`src/hw/rtl/tlpw_pkg.sv`:
```
`timescale 1ns / 1ps

package tlpw_pkg;

   // Address geometry: 128 pages of 32 bytes, 15-bit virtual address
   localparam int PAGE_W       = 7;
   localparam int OFFSET_W     = 5;
   localparam int INDEX_W      = 5;
   localparam int VADDR_W      = 15;
   localparam int BYTE_W       = 8;
   localparam int KIND_W       = 2;
   localparam int STORE_ADDR_W = PAGE_W + OFFSET_W;
   localparam int STORE_DEPTH  = 1 << STORE_ADDR_W;

   // Virtual address field positions
   localparam int DIR_IDX_LSB = OFFSET_W + INDEX_W;
   localparam int TAB_IDX_LSB = OFFSET_W;

   // Entry encoding
   localparam int PRESENT_BIT = 7;

   typedef logic [PAGE_W-1:0]       page_type;
   typedef logic [OFFSET_W-1:0]     offset_type;
   typedef logic [BYTE_W-1:0]       byte_type;
   typedef logic [STORE_ADDR_W-1:0] store_addr_type;

   localparam page_type DIR_PAGE_RESET = 7'h6c;
   localparam byte_type NOT_MAPPED     = 8'h7f;

   // Item kinds on the request channel; the fourth code is ignored
   typedef enum logic [KIND_W-1:0] {
      KIND_TRANSLATE  = 2'd0,
      KIND_WRITE_MEM  = 2'd1,
      KIND_WRITE_DISK = 2'd2
   } kind_type;

   // One store write
   typedef struct packed {
      logic           en;
      store_addr_type addr;
      byte_type       data;
   } wr_cmd_type;

   // Bypass of a not yet committed memory write to the directory read
   typedef struct packed {
      logic     hit;
      byte_type data;
   } fwd_type;

   // Byte index of a page and an offset within it
   function automatic store_addr_type store_index(page_type page, offset_type offset);
      return {page, offset};
   endfunction

endpackage

```
`src/hw/rtl/tlpw_write_buf.sv`:
```
`timescale 1ns / 1ps

module tlpw_write_buf (
   input  logic                     clock,
   input  logic                     reset,
   input  logic                     advance,
   input  logic                     accept,
   input  logic [tlpw_pkg::KIND_W-1:0] kind,
   input  tlpw_pkg::store_addr_type wr_addr,
   input  tlpw_pkg::byte_type       wr_data,
   input  tlpw_pkg::store_addr_type dir_addr,
   output tlpw_pkg::wr_cmd_type     mem_wr,
   output tlpw_pkg::wr_cmd_type     disk_wr,
   output tlpw_pkg::fwd_type        fwd
);
   import tlpw_pkg::*;

   logic           pend_valid_ff, pend_valid_in;
   logic           pend_disk_ff, pend_disk_in;
   store_addr_type pend_addr_ff, pend_addr_in;
   byte_type       pend_data_ff, pend_data_in;
   logic           is_write;

   // A write beat is held one pipeline step so that older walks still read old data
   always_comb begin
      is_write      = accept && (kind == KIND_WRITE_MEM || kind == KIND_WRITE_DISK);
      pend_valid_in = pend_valid_ff;
      pend_disk_in  = pend_disk_ff;
      pend_addr_in  = pend_addr_ff;
      pend_data_in  = pend_data_ff;
      if (advance) begin
         pend_valid_in = is_write;
         pend_disk_in  = (kind == KIND_WRITE_DISK);
         pend_addr_in  = wr_addr;
         pend_data_in  = wr_data;
      end
   end

   always_ff @(posedge clock) begin
      if (reset) begin
         pend_valid_ff <= 1'b0;
      end else begin
         pend_valid_ff <= pend_valid_in;
      end
      pend_disk_ff <= pend_disk_in;
      pend_addr_ff <= pend_addr_in;
      pend_data_ff <= pend_data_in;
   end

   // Commit on the next pipeline step
   always_comb begin
      mem_wr.en    = advance && pend_valid_ff && !pend_disk_ff;
      mem_wr.addr  = pend_addr_ff;
      mem_wr.data  = pend_data_ff;
      disk_wr.en   = advance && pend_valid_ff && pend_disk_ff;
      disk_wr.addr = pend_addr_ff;
      disk_wr.data = pend_data_ff;
   end

   // The directory read issued at the commit edge misses the write: bypass it
   always_comb begin
      fwd.hit  = pend_valid_ff && !pend_disk_ff && (pend_addr_ff == dir_addr);
      fwd.data = pend_data_ff;
   end

endmodule
```
`config.mk`:
```
export PLATFORM = sky130hd
export DESIGN_NAME = tlpw_write_buf
export DESIGN_NICKNAME = d
export VERILOG_FILES = /design/src/hw/rtl/tlpw_pkg.sv /design/src/hw/rtl/tlpw_write_buf.sv
export SDC_FILE = /design/constraint.sdc
export NUM_CORES = 1
export LEC_CHECK = 0
export ABC_CLOCK_PERIOD_IN_PS = 1300
export BUFFER_PORTS_ARGS = -buffer_cell sky130_fd_sc_hd__buf_2
export CAP_MARGIN = 10
export CORE_MARGIN = 3
export CORE_UTILIZATION = 37
export DETAILED_ROUTE_END_ITERATION = 8
export PLACE_DENSITY = 0.77
export SETUP_SLACK_MARGIN = 0.5
export SKIP_CTS_REPAIR_TIMING = 1
export SLEW_MARGIN = 40
export SYNTH_ARGS = -nofsm -noshare
export SYNTH_HDL_FRONTEND = slang
export SYNTH_SLANG_ARGS = --single-unit
```
`constraint.sdc`:
```
create_clock -name clock -period 1.3 [get_ports clock]
set_clock_uncertainty 0.1 [all_clocks]
set_input_delay 0.195 -clock clock [delete_from_list [all_inputs] [get_ports clock]]
set_output_delay 0.195 -clock clock [all_outputs]
set_load 0.005 [all_outputs]
```
==> summary.txt, run 1 <==
Number of synthesis warnings: 0
Nets: 190
Synth Cell Area: 1050 um^2
R2R Path Start: pend_valid_ff
Worst path max stage delay: 0.46 ns
FF-to-FF path depth: 2
Final ANT Viol Nets: 0
RSZ-0062 raised after global routing: yes
Critical-path cell list: xnor2_1, nand3_1, nor4_2, buf_2
PortBufs: 88
I/O pin total: 89
Pins over their slew limit: 0
Max_cap viols: 0
# DRC: 0
Failing checks: hold timing, setup timing
Buffers and inverters on the worst path: 1
Synth area leaders: edfxtp_1, buf_4, xnor2_1
Switching power: 0.000375 W
Capturing element type of the critical path: primary output
Post-synth cell types: 15
Syn Nets: 114
Worst-Margin Slew: 0.193 ns
Seq cells post-synth: 22
Sequential-to-total area share from yosys stat: 0.618
Sink Count: 22
Antenna cells: 0
GRT Overall Usage: 0.128
Largest net degree at the start of global routing: 13
GRT overflow: 0
WL final: 2720 um
Most frequent cells in the layout: buf_2, edfxtp_1, buf_6
Worst r2r dst: pend_valid_ff
Top Metal Used: met4
Fmax: 569 MHz
Clock Tree Buf Depth: 2
Commonest non-fill, non-tap cell in the layout: buf_2
Hold Startpoint: reset
Core Footprint: 2590 um^2
Final Hold Fails: 21
Maximum vdd drop: 0.809 mV
Final setup margin: -0.458 ns
Drt first pass iters: 4
Period utilization: 1.35
Hold WS: -0.0683 ns
TritonCTS clock tree: yes
H-tree depth: 1
Critical Path Slowest Stage Cell: edfxtp_1
Critical Path RT: 1.00 ns
Crit start category: register
Worst relative slew slack: 0.870
Status: complete, but fails checks
Setup slack, reg-to-reg: 0.57 ns
Comb pwr share: 0.235
Clock power frac: 0.201
Pwr dens: 993 nW/um^2
Die Area: 3520 um^2
Mapped Cells: 75
Clock Tree Root: clkbuf_4
First-pass GRT wire length: 3270 um
Met2 WL: 1490 um
Seq pwr share: 0.564
Final RePlAce weighted congestion: 0.657
Met3 wire length: 297 um
Clk Latency, worst-skew pair: 0.30 ns
Hold path cells: 2
Vias per cell: 4.56
Vias: 821
WP data arrival: 1.46 ns
Initial DRC Count: 22
Antenna violations before repair: 0
Worst setup path category: register to primary output
Crit path depth: 4
Syn Area/Cell: 14.0 um^2
Wire per inst: 15.1 um
Die width: 59.3 um
Final setup violating endpoints: 9
CP delay by family, top: flip-flops
Worst hold path type: input pin to register
Synth top area share: 0.599
Internal Power: 0.00119 W
Vias in the first global route: 783
Layout cell share with drive strength beyond 1: 0.727
Post-DP HPWL: 1910 um
Cell row count: 18
P&R area growth vs syn: 49.5%
Die Span Y: 59.3 um
Pleak: 0.723 nW
Power, Total: 0.00156 W
Reg clk slew, reported paths: 0.12 ns
Tmin final: 1.76 ns
DRT met1 WL: 846 um
TritonCTS Buffers: 3
Pre-CTS WS: -0.101 ns
Post-synth top area cell: edfxtp_1
Hold Path End: pend_valid_ff
Switch share: 0.240
Starting density of the core: 0.406
Crit Path Max Fanout: 2
-- state kept, by name (all words and copies together), names as in the netlist --
name,cells
pend_data_ff,8
pend_valid_ff,1
pend_addr_ff,12
pend_disk_ff,1
-- synth_stat cells --
library cell and number:
a21oi_1 1, and3_1 1, buf_4 28, dfxtp_1 1, edfxtp_1 21, ha_1 1
inv_1 1, nand2_1 1, nand2b_1 1, nand3_1 1, nand3b_1 2, nand4_1 2
nor2_1 1, nor4_2 1, xnor2_1 12
-- cells by family after synthesis --
group / after synthesis / share of synthesized area
buffers and inverters: 29 / 0.203
flip-flops: 22 / 0.618
XOR/XNOR: 12 / 0.0999
AND/OR/NAND/NOR: 10 / 0.0618
AO/OA/AOI/OAI: 1 / 0.00475
adder cells (fa/ha/maj): 1 / 0.0119
-- per-stage QoR --
| step | instance area, um^2 | TNS [ns] | util | std cells | hold WS, ns |
|---|---|---|---|---|---|
| after global routing | 1570 | -1.70 | 0.607 | 180 | -0.0765 |
| after floorplan | 1070 | 0 | - | 75 | 0.164 |
| after detailed placement | 1410 | -0.101 | 0.543 | 174 | 0.256 |
| after CTS | 1430 | -0.838 | 0.553 | 178 | -0.0829 |
| after global placement | 1410 | -0.0975 | 0.543 | 174 | 0.250 |
| final | 1570 | -1.14 | 0.607 | 180 | -0.0683 |
-- worst register-to-register path: cells and delay by family (launching register included) --
family / cells / cell delay (ns)
flip-flops: 1 / 0.37
AND/OR/NAND/NOR: 1 / 0.06
AO/OA/AOI/OAI: 1 / 0.13
-- per-layer routing --
| layer | vias to the layer above | track usage |
|---|---|---|
| li1 | 381 | - |
| met1 | 372 | 0.142 |
| met2 | 60 | 0.217 |
| met3 | 8 | 0.0414 |
| met4 | 0 | 0.0680 |
| met5 | - | 0 |
-- power groups by stage --
stage          Combinational [W]  Clock (W)  Sequential [W]
2_1_floorplan           0.000156          0        0.000901
3_3_place_gp            0.000293          0        0.000887
3_5_place_dp            0.000297          0        0.000891
4_1_cts                 0.000298   0.000330        0.000876
5_1_grt                 0.000394   0.000355        0.000890
6_report                0.000367   0.000314        0.000880
-- cell type report --
cell class | count | area [um^2]
inverters | 1 | 8.76
well taps | 30 | 37.5
clock buffers | 4 | 26.3
fillers | 205 | 1020
flip-flops and latches | 22 | 652
repair buffers | 99 | 628
multi-input cells | 24 | 220
-- worst max-delay path by stage --
stage,from,to,slack [ns]
4_1_cts,pend_addr_ff[4],fwd[8],-0.46
6_report,pend_addr_ff[6],fwd[8],-0.46
5_1_grt,pend_addr_ff[11],fwd[8],-0.56
3_5_place_dp,pend_addr_ff[4],fwd[8],-0.10
2_1_floorplan,pend_addr_ff[4],fwd[8],0.06
3_3_place_gp,pend_addr_ff[11],fwd[8],-0.1
(Power assumes the default switching activity.)
==> run 2: changes to the inputs <==
Settings changed: PLACE_DENSITY 0.77 to 0.78.
==> run 2 against run 1 <==
Against the previous run: the run still ends with hold timing, setup timing left; via count is 4.5% lower; critical path depth stayed put; global-route usage is 0.31 points higher; routed wire length is 8.8% lower; core utilization is 0.29 points lower; cell area is 0.48% lower; sequential share of layout area is 0.20 points higher; cell count is 1.1% lower; clock power is 17% higher; register-to-register slack hardly changed; sequential power hardly changed; largest cell class unchanged; largest power group unchanged.
==> summary.txt, run 2 (same netlist as run 1, synthesis figures left out) <==
Commonest non-fill, non-tap cell in the layout: buf_2
RSZ-0062 raised after global routing: yes
I/O pin total: 89
Starting density of the core: 0.406
Worst relative slew slack: 0.774
GRT Overall Usage: 0.131
Final Instance Area: 1570 um^2
Sink Count: 22
Fmax: 568 MHz
Hold Path End: pend_addr_ff[4]
Worst r2r dst: pend_valid_ff
Vias in the first global route: 801
Setup slack, reg-to-reg: 0.57 ns
Crit start category: register
Nets: 188
Antenna violations before repair: 0
Period utilization: 1.35
R2R Path Start: pend_valid_ff
Die Span Y: 59.3 um
Die width: 59.3 um
WP data arrival: 1.47 ns
Clock Tree Root: clkbuf_4
Vias: 784
Power, Total: 0.00160 W
Vias per cell: 4.40
Final setup violating endpoints: 4
Tmin final: 1.76 ns
Reg clk slew, reported paths: 0.12 ns
Fillcell total: 204
Post-DP HPWL: 1950 um
Drt first pass iters: 2
Top flop regs: pend_addr_ff x12, pend_data_ff x8
Pre-CTS WS: -0.102 ns
H-tree depth: 1
Post-route core utilization: 0.604
FF-to-FF path depth: 2
Crit Path Max Fanout: 3
Most frequent cells in the layout: buf_2, edfxtp_1, buf_6
Hold WS: -0.0420 ns
Antenna cells: 0
Pleak: 0.721 nW
Final ANT Viol Nets: 0
GRT overflow: 0
Clk Latency, worst-skew pair: 0.30 ns
Max reg flops: 12
Core Footprint: 2590 um^2
# DRC: 0
Final Hold Fails: 20
Final setup margin: -0.460 ns
Clock Tree Buf Depth: 2
Critical Path RT: 1.00 ns
Die Area: 3520 um^2
P&R area growth vs syn: 48.8%
TritonCTS Buffers: 3
TritonCTS clock tree: yes
Reg with most FFs: pend_addr_ff
First-pass GRT wire length: 3440 um
PortBufs: 88
Failing checks: hold timing, setup timing
Pins over their slew limit: 0
Wire per inst: 13.9 um
WL final: 2480 um
Largest net degree at the start of global routing: 16
Layout cell share with drive strength beyond 1: 0.709
Worst setup path category: register to primary output
Cell row count: 18
Worst hold path type: input pin to register
Hold Startpoint: wr_addr[4]
Max_cap viols: 0
Capturing element type of the critical path: primary output
Status: complete, but fails checks
Post-DP Area: 1400 um^2
Hold path cells: 1
Initial DRC Count: 14
Worst-Margin Slew: 0.339 ns
Maximum vdd drop: 0.812 mV
Final RePlAce weighted congestion: 0.701
Pwr dens: 1020 nW/um^2
-- run 2: cell type report --
type | count | area [um^2] | share of cell area
flip-flops and latches | 22 | 652 | 0.416
repair buffers | 97 | 627 | 0.400
multi-input cells | 24 | 204 | 0.130
clock buffers | 4 | 36.3 | 0.0232
inverters | 1 | 8.76 | 0.00560
well taps | 30 | 37.5 | 0.0240
-- run 2: power by group --
group,internal (W),total [W],switching [W]
Combinational,0.000222,0.000352,0.000129
Clock,0.000171,0.000367,0.000197
Sequential,0.000839,0.000880,0.0000411
Total,0.00123,0.00160,0.000367
-- run 2: worst max-delay path, cell delays in order (launching register included) --
cell and delay (ns):
edfxtp_1 0.45, xnor2_1 0.20, nand3_1 0.11, nor4_2 0.26, buf_2 0.15
-- run 2: worst max path at each step --
stage	start	endpoint	slack, ns	cells after the start
2_1_floorplan	pend_addr_ff[4]	fwd[8]	0.06	3
5_1_grt	pend_addr_ff[11]	fwd[8]	-0.53	4
4_1_cts	pend_addr_ff[11]	fwd[8]	-0.45	4
3_5_place_dp	pend_addr_ff[11]	fwd[8]	-0.10	4
6_report	pend_addr_ff[11]	fwd[8]	-0.46	4
3_3_place_gp	pend_addr_ff[6]	fwd[8]	-0.04	4
-- run 2: per-layer routing --
| layer | vias to the layer above | part of all wire | global-route usage | routed length (um) |
|---|---|---|---|---|
| met1 | 342 | 0.34 | 0.136 | 852 |
| li1 | 377 | - | - | - |
| met4 | 0 | 0.0065 | 0.0583 | 16 |
| met3 | 2 | 0.14 | 0.0501 | 352 |
| met5 | - | 0 | 0 | 0 |
| met2 | 63 | 0.51 | 0.232 | 1260 |
-- run 2: through the flow --
stage,setup TNS [ns],std cells
floorplan,0,75
global placement,-0.0394,172
detailed placement,-0.102,172
CTS,-0.550,176
global route,-0.939,178
finish,-0.488,178
==> run 3: changes to the inputs <==
Settings changed: CORE_MARGIN 3 to 2.
==> run 3 against run 2 <==
Against the previous run: cell area down 7.0%; register-to-register slack worse by 0.02 ns; the flow still finishes with violations (hold timing, setup timing); via count down 3.1%; sequential power about the same; highest routed layer unchanged; largest power group unchanged; global-route usage rose by 0.13 points.
==> summary.txt, run 3 (same netlist as run 1, synthesis figures left out) <==
Status: complete, but fails checks
Failing checks: hold timing, setup timing
Drt first pass iters: 3
Antenna cells: 0
Hold WS: -0.0578 ns
Reg clk slew, reported paths: 0.12 ns
Wire per inst: 12.5 um
I/O pin total: 89
RSZ-0062 raised after global routing: yes
# DRC: 0
Reg with most FFs: pend_addr_ff
Maximum vdd drop: 0.714 mV
Worst relative slew slack: 0.837
H-tree depth: 1
First-pass GRT wire length: 3180 um
Commonest non-fill, non-tap cell in the layout: buf_2
Met2 WL: 1240 um
Die Span Y: 57.3 um
Pwr dens: 1030 nW/um^2
Final ANT Viol Nets: 0
GRT overflow: 0
Period utilization: 1.34
Top flop regs: pend_addr_ff x12, pend_data_ff x8
TritonCTS Buffers: 3
DRT met1 WL: 726 um
Cell row count: 19
Final setup margin: -0.437 ns
WL final: 2190 um
Sink Count: 22
Vias: 760
Fmax: 576 MHz
Core Footprint: 2730 um^2
Max reg flops: 12
Pre-CTS WS: -0.0932 ns
Post-DP HPWL: 1830 um
Final Hold Fails: 21
Top Metal Used: met4
Met3 wire length: 185 um
Worst-Margin Slew: 0.244 ns
Vias per cell: 4.34
Largest net degree at the start of global routing: 15
WP data arrival: 1.44 ns
Antenna violations before repair: 0
Pleak: 0.678 nW
Capturing element type of the critical path: primary output
GRT Overall Usage: 0.133
Crit Path Max Fanout: 3
Crit start category: register
Starting density of the core: 0.385
Pins over their slew limit: 0
PortBufs: 88
P&R area growth vs syn: 38.4%
Nets: 184
TritonCTS clock tree: yes
Critical Path RT: 1.00 ns
Layout cell share with drive strength beyond 1: 0.701
Vias in the first global route: 747
Final setup violating endpoints: 2
Worst hold path type: input pin to register
Clock Tree Root: clkbuf_4
Die width: 57.3 um
Initial DRC Count: 15
Most frequent cells in the layout: buf_2, edfxtp_1, xnor2_1
Die Area: 3290 um^2
Clk Latency, worst-skew pair: 0.29 ns
Final RePlAce weighted congestion: 0.685
Max_cap viols: 0
Worst setup path category: register to primary output
Clock Tree Buf Depth: 2
Tmin final: 1.74 ns
[run 3: cell types whose count changed in the layout (fill, tap and decap cells not counted)]
| cell | change |
|---|---|
| buf_6 | -13 |
| buf_2 | +9 |
| a21oi_1 | +1 |
| a21oi_2 | -1 |
| buf_4 | +1 |
| clkbuf_1 | +1 |
| clkbuf_8 | -1 |
| dlygate4sd3_1 | -1 |
| xnor2_1 | -1 |
| xnor2_2 | +1 |
[run 3: critical path, stage by stage (launching register included)]
cell and delay, ns:
edfxtp_1 0.47, xnor2_2 0.17, nand4_1 0.13, nor4_2 0.22
buf_2 0.15
[run 3: final cells by class]
class	count	area [um^2]
fill	226	1280
sequential	22	652
timing repair buffer	93	523
multi-input combinational	24	208
tap	31	38.8
clock buffer	4	26.3
inverter	1	8.76
[run 3: per-stage QoR]
step | util | cells | total power (W) | area [um^2] | TNS, ns
3_3_place_gp | 0.505 | 170 | 0.00117 | 1380 | -0.0332
5_1_grt | 0.533 | 175 | 0.00158 | 1460 | -0.886
2_1_floorplan | - | 75 | 0.00106 | 1070 | 0
6_report | 0.533 | 175 | 0.00149 | 1460 | -0.451
4_1_cts | 0.515 | 174 | 0.00149 | 1410 | -0.475
3_5_place_dp | 0.505 | 170 | 0.00118 | 1380 | -0.0932
[run 3: per-layer routing]
layer  global-route usage  vias to the layer above
li1                     -                      367
met1                0.147                      339
met2                0.232                       50
met3               0.0272                        4
met4               0.0831                        0
met5                    0                        -
[run 3: report_power, final]
group / internal, W / switching (W) / total [W] / leakage [nW]
clock network: 0.000119 / 0.000192 / 0.000311 / 0.0150
registers: 0.000839 / 0.0000403 / 0.000879 / 0.214
logic: 0.000185 / 0.000118 / 0.000303 / 0.449
[run 3: final timing paths]
check | to | slack, ns | depth (start not counted) | from
worst max-delay path | fwd[8] | -0.44 | 4 | pend_addr_ff[0]
worst max register to register | pend_valid_ff | 0.55 | 2 | pend_valid_ff
worst min-delay path | pend_valid_ff | -0.06 | 2 | reset
worst min register to register | pend_valid_ff | 0.41 | 2 | pend_valid_ff
